`src/stwq_pkg.sv`:
```
// ----------------------------------------------------------------------------
// stwq_pkg
// Shared types, widths and helpers for the semaphore timed wait queue.
// ----------------------------------------------------------------------------
package stwq_pkg;

  localparam int unsigned MAX_WAITERS = 16;
  localparam int unsigned AW          = (MAX_WAITERS > 1) ? $clog2(MAX_WAITERS) : 1;
  localparam int unsigned CW          = $clog2(MAX_WAITERS + 1);

  localparam int unsigned ID_W   = 16;
  localparam int unsigned TIME_W = 16;
  localparam int unsigned RCNT_W = 5;

  typedef enum logic [1:0] {
    CMD_ENQ     = 2'd0,
    CMD_SIGNAL  = 2'd1,
    CMD_REL_ALL = 2'd2,
    CMD_TICK    = 2'd3
  } cmd_e;

  typedef enum logic [1:0] {
    CAUSE_SIGNAL  = 2'd0,
    CAUSE_TIMEOUT = 2'd1,
    CAUSE_REL_ALL = 2'd2
  } cause_e;

  typedef enum logic [1:0] {
    S_IDLE,
    S_DISPATCH,
    S_SCAN,
    S_FIN
  } state_e;

  typedef struct packed {
    logic [ID_W-1:0]   id;
    logic [TIME_W-1:0] timer;
  } entry_t;

  typedef struct packed {
    logic              released_valid;
    logic [ID_W-1:0]   released_id;
    cause_e            release_cause;
    logic [RCNT_W-1:0] released_count;
    logic              queue_full;
    logic              last;
  } rel_t;

  // Ring index add, both operands below MAX_WAITERS
  function automatic logic [AW-1:0] wrap_add(input logic [AW-1:0] a, input logic [AW-1:0] b);
    logic [AW:0] sum;
    sum = {1'b0, a} + {1'b0, b};
    if (sum >= (AW + 1)'(MAX_WAITERS)) begin
      sum = sum - (AW + 1)'(MAX_WAITERS);
    end
    return sum[AW-1:0];
  endfunction

endpackage

```
`src/stwq_ifs.sv`:
```
// ----------------------------------------------------------------------------
// stwq_ifs
// Valid/ready channels for commands and release beats.
// ----------------------------------------------------------------------------
interface stwq_cmd_if import stwq_pkg::*; ();
  logic              valid;
  logic              ready;
  logic [1:0]        command;
  logic [ID_W-1:0]   thread_id;
  logic [TIME_W-1:0] wait_time;

  modport source (output valid, command, thread_id, wait_time, input ready);
  modport sink   (input valid, command, thread_id, wait_time, output ready);
endinterface

interface stwq_rel_if import stwq_pkg::*; ();
  logic              valid;
  logic              ready;
  logic              released_valid;
  logic [ID_W-1:0]   released_id;
  logic [1:0]        release_cause;
  logic [RCNT_W-1:0] released_count;
  logic              queue_full;
  logic              last;

  modport source (output valid, released_valid, released_id, release_cause,
                  released_count, queue_full, last, input ready);
  modport sink   (input valid, released_valid, released_id, release_cause,
                  released_count, queue_full, last, output ready);
endinterface

```
`src/semaphore_timed_wait_queue.sv`:
```
// ----------------------------------------------------------------------------
// semaphore_timed_wait_queue
// FIFO of threads blocked on a semaphore, with per-waiter timeout.
// ----------------------------------------------------------------------------
// Waiters live in a ring buffer in one synchronous memory (one write and one
// read port, registered read data), addressed from a head pointer. Commands
// are taken one at a time. Enqueue and commands on an empty queue finish in
// the dispatch state; signal reads the head entry, then releases it. Release-all
// and tick walk the queue through the single read port, one entry per cycle
// while the output is not stalled; tick then ends with a closing beat. Tick
// writes surviving entries back in place, packed toward the head.
// Every command yields at least one release beat; the final one has last set.
// ----------------------------------------------------------------------------
module semaphore_timed_wait_queue import stwq_pkg::*; (
  input  logic         clk_i,
  input  logic         rst_ni,
  stwq_cmd_if.sink     cmd_i,
  stwq_rel_if.source   rel_o
);

  state_e            state_q, state_d;
  logic [AW-1:0]     head_q, head_d;
  logic [CW-1:0]     count_q, count_d;
  logic [AW-1:0]     idx_q, idx_d;
  logic [CW-1:0]     keep_q, keep_d;
  logic [CW-1:0]     n_q, n_d;
  logic              pend_v_q, pend_v_d;
  logic [ID_W-1:0]   pend_id_q, pend_id_d;
  logic [CW-1:0]     pend_n_q, pend_n_d;
  logic              out_valid_q, out_valid_d;
  rel_t              out_q, out_d;

  cmd_e              cmd_q;
  logic [ID_W-1:0]   tid_q;
  logic [TIME_W-1:0] wt_q;

  entry_t            mem_q [MAX_WAITERS];
  entry_t            rdata_q;
  logic              rd_en;
  logic [AW-1:0]     rd_addr;
  logic              we;
  logic [AW-1:0]     waddr;
  entry_t            wdata;

  logic              cmd_acc;
  logic              out_free;
  logic              at_end;
  logic              expire;
  logic [TIME_W-1:0] t_dec;
  logic              emit;
  rel_t              emit_data;

  assign cmd_acc   = cmd_i.valid & cmd_i.ready;
  assign cmd_i.ready = (state_q == S_IDLE);
  assign out_free  = ~out_valid_q | rel_o.ready;
  assign at_end    = (CW'(idx_q) + CW'(1)) == count_q;
  assign expire    = rdata_q.timer == TIME_W'(1);
  assign t_dec     = (rdata_q.timer == '0) ? '0 : rdata_q.timer - TIME_W'(1);

  always_comb begin
    state_d   = state_q;
    head_d    = head_q;
    count_d   = count_q;
    idx_d     = idx_q;
    keep_d    = keep_q;
    n_d       = n_q;
    pend_v_d  = pend_v_q;
    pend_id_d = pend_id_q;
    pend_n_d  = pend_n_q;
    rd_en     = 1'b0;
    rd_addr   = wrap_add(head_q, idx_q + AW'(1));
    we        = 1'b0;
    waddr     = wrap_add(head_q, keep_q[AW-1:0]);
    wdata     = '{id: rdata_q.id, timer: t_dec};
    emit      = 1'b0;
    emit_data = '{released_valid: 1'b0, released_id: '0, release_cause: CAUSE_SIGNAL,
                  released_count: '0, queue_full: 1'b0, last: 1'b1};

    case (state_q)
      S_IDLE: begin
        if (cmd_acc) begin
          state_d = S_DISPATCH;
        end
      end
      S_DISPATCH: begin
        if (cmd_q == CMD_ENQ) begin
          if (out_free) begin
            emit = 1'b1;
            if (count_q < CW'(MAX_WAITERS)) begin
              we      = 1'b1;
              waddr   = wrap_add(head_q, count_q[AW-1:0]);
              wdata   = '{id: tid_q, timer: wt_q};
              count_d = count_q + CW'(1);
            end else begin
              emit_data.queue_full = 1'b1;
            end
            state_d = S_IDLE;
          end
        end else if (count_q == '0) begin
          if (out_free) begin
            emit    = 1'b1;
            state_d = S_IDLE;
          end
        end else begin
          rd_en    = 1'b1;
          rd_addr  = head_q;
          idx_d    = '0;
          keep_d   = '0;
          n_d      = '0;
          pend_v_d = 1'b0;
          state_d  = S_SCAN;
        end
      end
      S_SCAN: begin
        case (cmd_q)
          CMD_SIGNAL: begin
            if (out_free) begin
              emit      = 1'b1;
              emit_data = '{released_valid: 1'b1, released_id: rdata_q.id,
                            release_cause: CAUSE_SIGNAL, released_count: RCNT_W'(1),
                            queue_full: 1'b0, last: 1'b1};
              head_d    = wrap_add(head_q, AW'(1));
              count_d   = count_q - CW'(1);
              state_d   = S_IDLE;
            end
          end
          CMD_REL_ALL: begin
            if (out_free) begin
              emit      = 1'b1;
              emit_data = '{released_valid: 1'b1, released_id: rdata_q.id,
                            release_cause: CAUSE_REL_ALL,
                            released_count: RCNT_W'(n_q + CW'(1)),
                            queue_full: 1'b0, last: at_end};
              n_d       = n_q + CW'(1);
              if (at_end) begin
                count_d = '0;
                state_d = S_IDLE;
              end else begin
                idx_d = idx_q + AW'(1);
                rd_en = 1'b1;
              end
            end
          end
          CMD_TICK: begin
            if (!(expire && pend_v_q && !out_free)) begin
              if (expire) begin
                if (pend_v_q) begin
                  emit      = 1'b1;
                  emit_data = '{released_valid: 1'b1, released_id: pend_id_q,
                                release_cause: CAUSE_TIMEOUT,
                                released_count: RCNT_W'(pend_n_q),
                                queue_full: 1'b0, last: 1'b0};
                end
                pend_v_d  = 1'b1;
                pend_id_d = rdata_q.id;
                pend_n_d  = n_q + CW'(1);
                n_d       = n_q + CW'(1);
              end else begin
                we     = 1'b1;
                keep_d = keep_q + CW'(1);
              end
              if (at_end) begin
                state_d = S_FIN;
              end else begin
                idx_d = idx_q + AW'(1);
                rd_en = 1'b1;
              end
            end
          end
          default: begin
            state_d = S_IDLE;
          end
        endcase
      end
      S_FIN: begin
        if (out_free) begin
          emit = 1'b1;
          if (pend_v_q) begin
            emit_data = '{released_valid: 1'b1, released_id: pend_id_q,
                          release_cause: CAUSE_TIMEOUT,
                          released_count: RCNT_W'(pend_n_q),
                          queue_full: 1'b0, last: 1'b1};
          end
          count_d = keep_q;
          state_d = S_IDLE;
        end
      end
      default: begin
        state_d = S_IDLE;
      end
    endcase
  end

  always_comb begin
    out_valid_d = out_valid_q;
    out_d       = out_q;
    if (emit) begin
      out_valid_d = 1'b1;
      out_d       = emit_data;
    end else if (rel_o.ready) begin
      out_valid_d = 1'b0;
    end
  end

  always_ff @(posedge clk_i or negedge rst_ni) begin
    if (!rst_ni) begin
      state_q     <= S_IDLE;
      head_q      <= '0;
      count_q     <= '0;
      idx_q       <= '0;
      keep_q      <= '0;
      n_q         <= '0;
      pend_v_q    <= 1'b0;
      out_valid_q <= 1'b0;
    end else begin
      state_q     <= state_d;
      head_q      <= head_d;
      count_q     <= count_d;
      idx_q       <= idx_d;
      keep_q      <= keep_d;
      n_q         <= n_d;
      pend_v_q    <= pend_v_d;
      out_valid_q <= out_valid_d;
    end
  end

  always_ff @(posedge clk_i) begin
    pend_id_q <= pend_id_d;
    pend_n_q  <= pend_n_d;
    out_q     <= out_d;
    if (cmd_acc) begin
      cmd_q <= cmd_e'(cmd_i.command);
      tid_q <= cmd_i.thread_id;
      wt_q  <= cmd_i.wait_time;
    end
  end

  // waiter memory
  always_ff @(posedge clk_i) begin
    if (we) begin
      mem_q[waddr] <= wdata;
    end
    if (rd_en) begin
      rdata_q <= mem_q[rd_addr];
    end
  end

  assign rel_o.valid          = out_valid_q;
  assign rel_o.released_valid = out_q.released_valid;
  assign rel_o.released_id    = out_q.released_id;
  assign rel_o.release_cause  = out_q.release_cause;
  assign rel_o.released_count = out_q.released_count;
  assign rel_o.queue_full     = out_q.queue_full;
  assign rel_o.last           = out_q.last;

  // write-back only targets entries already read
  a_no_rw_collide: assert property (@(posedge clk_i) disable iff (!rst_ni)
    (we && rd_en) |-> (waddr != rd_addr))
    else $error("read and write hit the same waiter entry");

  a_count_bound: assert property (@(posedge clk_i) disable iff (!rst_ni)
    count_q <= CW'(MAX_WAITERS))
    else $error("waiter count above capacity");

  a_keep_behind: assert property (@(posedge clk_i) disable iff (!rst_ni)
    (state_q == S_SCAN) |-> (keep_q <= CW'(idx_q)))
    else $error("compaction pointer ahead of scan");

  a_accept_dispatch: assert property (@(posedge clk_i) disable iff (!rst_ni)
    cmd_acc |=> (state_q == S_DISPATCH))
    else $error("accepted command not dispatched");

  a_full_only_empty: assert property (@(posedge clk_i) disable iff (!rst_ni)
    (out_valid_q && out_q.queue_full) |-> (!out_q.released_valid && out_q.last))
    else $error("queue_full on a release beat");

endmodule
```
`src/flat_wrapper.sv`:
```
// flat-port wrapper written by rule: the top's interface ports become plain ports
module semaphore_timed_wait_queue_flat import stwq_pkg::*;
  (clk_i, rst_ni, cmd_i_valid, cmd_i_command, cmd_i_thread_id, cmd_i_wait_time, cmd_i_ready, rel_o_valid, rel_o_released_valid, rel_o_released_id, rel_o_release_cause, rel_o_released_count, rel_o_queue_full, rel_o_last, rel_o_ready);
  stwq_cmd_if cmd_i_i ();
  stwq_rel_if rel_o_i ();
  input  logic clk_i;
  input  logic rst_ni;
  input wire logic [$bits(cmd_i_i.valid)-1:0] cmd_i_valid;
  input wire logic [$bits(cmd_i_i.command)-1:0] cmd_i_command;
  input wire logic [$bits(cmd_i_i.thread_id)-1:0] cmd_i_thread_id;
  input wire logic [$bits(cmd_i_i.wait_time)-1:0] cmd_i_wait_time;
  output wire logic [$bits(cmd_i_i.ready)-1:0] cmd_i_ready;
  output wire logic [$bits(rel_o_i.valid)-1:0] rel_o_valid;
  output wire logic [$bits(rel_o_i.released_valid)-1:0] rel_o_released_valid;
  output wire logic [$bits(rel_o_i.released_id)-1:0] rel_o_released_id;
  output wire logic [$bits(rel_o_i.release_cause)-1:0] rel_o_release_cause;
  output wire logic [$bits(rel_o_i.released_count)-1:0] rel_o_released_count;
  output wire logic [$bits(rel_o_i.queue_full)-1:0] rel_o_queue_full;
  output wire logic [$bits(rel_o_i.last)-1:0] rel_o_last;
  input wire logic [$bits(rel_o_i.ready)-1:0] rel_o_ready;
  assign cmd_i_i.valid = cmd_i_valid;
  assign cmd_i_i.command = cmd_i_command;
  assign cmd_i_i.thread_id = cmd_i_thread_id;
  assign cmd_i_i.wait_time = cmd_i_wait_time;
  assign cmd_i_ready = cmd_i_i.ready;
  assign rel_o_valid = rel_o_i.valid;
  assign rel_o_released_valid = rel_o_i.released_valid;
  assign rel_o_released_id = rel_o_i.released_id;
  assign rel_o_release_cause = rel_o_i.release_cause;
  assign rel_o_released_count = rel_o_i.released_count;
  assign rel_o_queue_full = rel_o_i.queue_full;
  assign rel_o_last = rel_o_i.last;
  assign rel_o_i.ready = rel_o_ready;
  semaphore_timed_wait_queue u_core (.clk_i(clk_i), .rst_ni(rst_ni), .cmd_i(cmd_i_i), .rel_o(rel_o_i));
endmodule
```
`config.mk`:
```
export PLATFORM = sky130hd
export DESIGN_NAME = semaphore_timed_wait_queue_flat
export DESIGN_NICKNAME = d
export VERILOG_FILES = /design/src/stwq_pkg.sv /design/src/stwq_ifs.sv /design/src/semaphore_timed_wait_queue.sv /design/src/flat_wrapper.sv
export SDC_FILE = /design/constraint.sdc
export NUM_CORES = 1
export LEC_CHECK = 0
export ABC_AREA = 1
export BUFFER_PORTS_ARGS = -buffer_cell sky130_fd_sc_hd__buf_2
export CORE_ASPECT_RATIO = 1.75
export CORE_MARGIN = 5
export CORE_UTILIZATION = 33
export CTS_CLUSTER_DIAMETER = 80
export DETAILED_ROUTE_END_ITERATION = 10
export PLACE_DENSITY = 0.59
export SLEW_MARGIN = 5
export SYNTH_ARGS = -nofsm -noshare
export SYNTH_HDL_FRONTEND = slang
export SYNTH_SLANG_ARGS = --single-unit
```
`constraint.sdc`:
```
create_clock -name clk_i -period 3.4 [get_ports clk_i]
set_clock_uncertainty 0.05 [all_clocks]
set_input_delay 0.34 -clock clk_i [delete_from_list [all_inputs] [get_ports clk_i]]
set_output_delay 0.34 -clock clk_i [all_outputs]
set_load 0.005 [all_outputs]
```
==> flow_summary.yaml <==
run_status:
  status: "completed"
die:
  core_area_sq_um: 88900
  rows: 145
  initial_core_util_pct: 33.1
  chipHeight_um: 405
  ios: 66
  die_width_um: 236
  dieArea_sq_um: 95600
clocking:
  clk_pin_slew_ps: 70
  cts_buffers: 58
  clockBufferDepth: 3
  cts_tree: "built"
  cts_setup_buffers: 0
  clk_latency_ps: 630
  root_buffer: "clkbuf_16"
  cts_resized: 0
  clkSinkCount: 652
  cts_max_level: 2
setup_path:
  crit_chain: "inv_1 > ha_1 > inv_1 > nor2_1 > nand3_1 > buf_4 > o21ai_0 > nand3_1 > nor2_4 > buf_4"
  critPathSlowestCell: "edfxtp_1"
  crit_fanout: 23
  cp_num_buf_inv: 4
  cp.arrival_ps: 3410
  critPathRequiredTime_ps: 3650
  end_kind: "flip-flop"
  worstSetupStartpointType: "flip-flop"
  critPathMaxStageDelay_ps: 450
  critPathKind: "reg -> reg"
  critPathTopFamily: "simple AND/OR/NAND/NOR gates"
routing:
  dr_total_vias: 19793
  drc: 0
  ant_nets: 0
  wire_per_inst_um: 18.5
  drt_iter0_drc: 1264
  drtPass1Iterations: 5
  vias_per_cell: 4.73
  wl_um: 77300
cells_and_area:
  fillerInstances: 8617
  seq_area_sq_um: 19400
  drive_gt1_share_pct: 9.63
  n_antenna_cell: 0
  multi_input_area_sq_um: 7270
  syn_to_final_growth_pct: 15.5
  finalNetCount: 3030
timing:
  fin_crit_sh_pct: 92.7
  whs_ps: 80.3
  hold_viol: 0
  period_needed_ps: 3150
  fmax_mhz: 317
  finalMaxSlewViolations: 0
  setup_slack_ps: 248
  tns_ps: 0
  tightest_slew_ps: 886
  rsz0062_at_grt: "true"
  setup_viol: 0
  relSlewSlack_pct: 40.4
synth:
  async_reset_ff_share_pct: 4.14
  yosysUniqueCellTypes: 34
  yosysTopAreaCell: "edfxtp_1"
  synth_xor_xnor_area_share_pct: 0.951
  synthAdderAreaFrac_pct: 1.35
  ys_seq_elements: 652
  ys_seq_area_share_pct: 66.0
  synth-compound-area-share_pct: 1.43
  synth_top_area_share_pct: 63.7
  syn_area_sq_um: 29500
  synth-simple-area-share_pct: 20.2
  synth_top_family_by_area: "simple AND/OR/NAND/NOR gates"
  yosysWarnings: 0
  synthMuxAreaShare_pct: 0
  synthCells: 2852
  synth_flop_cell: "edfxtp_1"
  synth.avg_cell_area_sq_um: 10.3
  synth_fp_nets: 2920
  synth_edf_count: 625
  synth_area_leaders: "edfxtp_1 64%, nand3_1 11%, nand2_1 7.8%"
grt:
  antenna_found_initial: 0
  grt_use_total_pct: 15.8
  overflow: 0
  grt_max_degree: 83
  grt_pass1_vias: 19815
  grt_pass1_wl_um: 118000
place:
  routabilityCongestion: 0.837
  dp_hpwl_um: 46300
  place_ws_ps: 284
  io_buffers: 65
hold_path:
  min-delay-path-class: "in -> reg"
power_and_ir_drop:
  total_power_w: 0.0341
  ir_drop_uv: 1460
  p_leak_nw: 14.2
  p_per_area_nw_per_um2: 1000
run:
  drv_cap: 0
==> through the flow <==
stage / std cells / utilization (%) / area (sq um)
6_report: 4186 / 38.3 / 34000
4_1_cts: 4186 / 38.3 / 34000
3_5_place_dp: 4043 / 35.7 / 31700
3_3_place_gp: 4043 / 35.7 / 31700
2_1_floorplan: 2852 / - / 29500
5_1_grt: 4186 / 38.3 / 34000
==> cells by family (layout without fill, tap and decap cells) <==
family / count (synthesis) / in the layout
xor+xnor: 32 / 32
compound gates: 78 / 78
simple gates: 1346 / 1346
buf+inv: 714 / 872
fa+ha+maj: 30 / 30
flops: 652 / 652
==> where the power goes <==
| group | total, W | internal, W | switching [W] |
|---|---|---|---|
| sequential | 0.0113 | 0.0109 | 0.000416 |
| clock | 0.00683 | 0.00378 | 0.00305 |
| combinational | 0.0160 | 0.00460 | 0.0114 |
| total | 0.0341 | 0.0193 | 0.0148 |
==> layout by cell type (no fill, tap or decap), types with 18 or more instances in the layout <==
master	synthesis	final
ha_1	27	27
nor2_1	52	36
buf_2	58	65
dfrtp_1	27	27
a21oi_1	20	19
dlygate4sd3_1	0	35
buf_4	27	56
inv_1	574	573
clkbuf_16	0	58
o21ai_0	47	47
xor2_1	25	25
nand2_1	612	609
nand3_1	650	649
edfxtp_1	625	625
nor2_4	2	18
buf_12	0	31
==> cell usage after synthesis, types with 3 or more instances <==
cell type,instances
edfxtp_1,625
buf_2,58
buf_4,27
inv_1,574
nand2_2,3
ha_1,27
buf_1,7
nor4_1,4
a21oi_1,20
clkbuf_1,31
xor2_1,25
nor3_1,6
nand3_1,650
dfrtp_1,27
nand4_1,7
xnor2_1,7
fa_1,3
or2_2,7
nor2_1,52
o21ai_0,47
inv_2,3
buf_6,14
o21ai_2,4
nand2_1,612
==> worst register-to-register path, delay by kind of cell (launching register included) <==
kind	cells	cell delay (ps)
fa+ha+maj	1	270
flops	1	450
buf+inv	4	780
compound gates	1	370
simple gates	4	900
==> path summary, 6_finish.rpt <==
kind | end | slack [ps] | cells past startpoint | startpoint
min reg2reg | u_core.pend_id_q[14] | 440 | 0 | u_core.rdata_q[30]
min | u_core.state_q[0] | 80 | 4 | cmd_i_valid
max | u_core.mem_q[8][19] | 250 | 10 | u_core.cmd_q[1]
min in group asynchronous | u_core.pend_v_q | 260 | 2 | rst_ni
max reg2reg | u_core.mem_q[8][19] | 250 | 10 | u_core.cmd_q[1]
max in group asynchronous | u_core.keep_q[4] | 2570 | 2 | rst_ni
==> registers in the layout, summed over array words and instances (netlist names), 2 cells and up <==
| name | flops |
|---|---|
| u_core.cmd_q | 2 |
| u_core.count_q | 5 |
| u_core.head_q | 4 |
| u_core.idx_q | 4 |
| u_core.keep_q | 5 |
| u_core.mem_q | 512 |
| u_core.n_q | 5 |
| u_core.pend_id_q | 16 |
| u_core.pend_n_q | 5 |
| u_core.rdata_q | 32 |
| u_core.rel_o.release_cause | 2 |
| u_core.rel_o.released_count | 5 |
| u_core.rel_o.released_id | 16 |
| u_core.state_q | 2 |
| u_core.tid_q | 16 |
| u_core.wt_q | 16 |
==> area by class of cell <==
type / count / area share [%]
multi-input cells: 1486 / 21.4
clock inverters: 38 / 1.34
inverters: 577 / 6.37
repair buffers: 187 / 5.05
flip-flops and latches: 652 / 57.1
well taps: 1176 / 4.32
clock buffers: 70 / 4.40
==> layer usage <==
metal | vias up | part of all wire (%) | track usage [%]
met5 | - | 0 | 0
met4 | 0 | 3.7 | 5.90
li1 | 9544 | - | -
met2 | 551 | 54 | 30.7
met1 | 9559 | 38 | 17.8
met3 | 139 | 4.4 | 1.52
==> repair_timing <==
item                                    4_1_cts  5_1_grt
hold buffers                                 35        0
endpoints found under the setup margin        0       61
hold endpoints to repair                     61        0
Power figures use the tool's default switching activity.
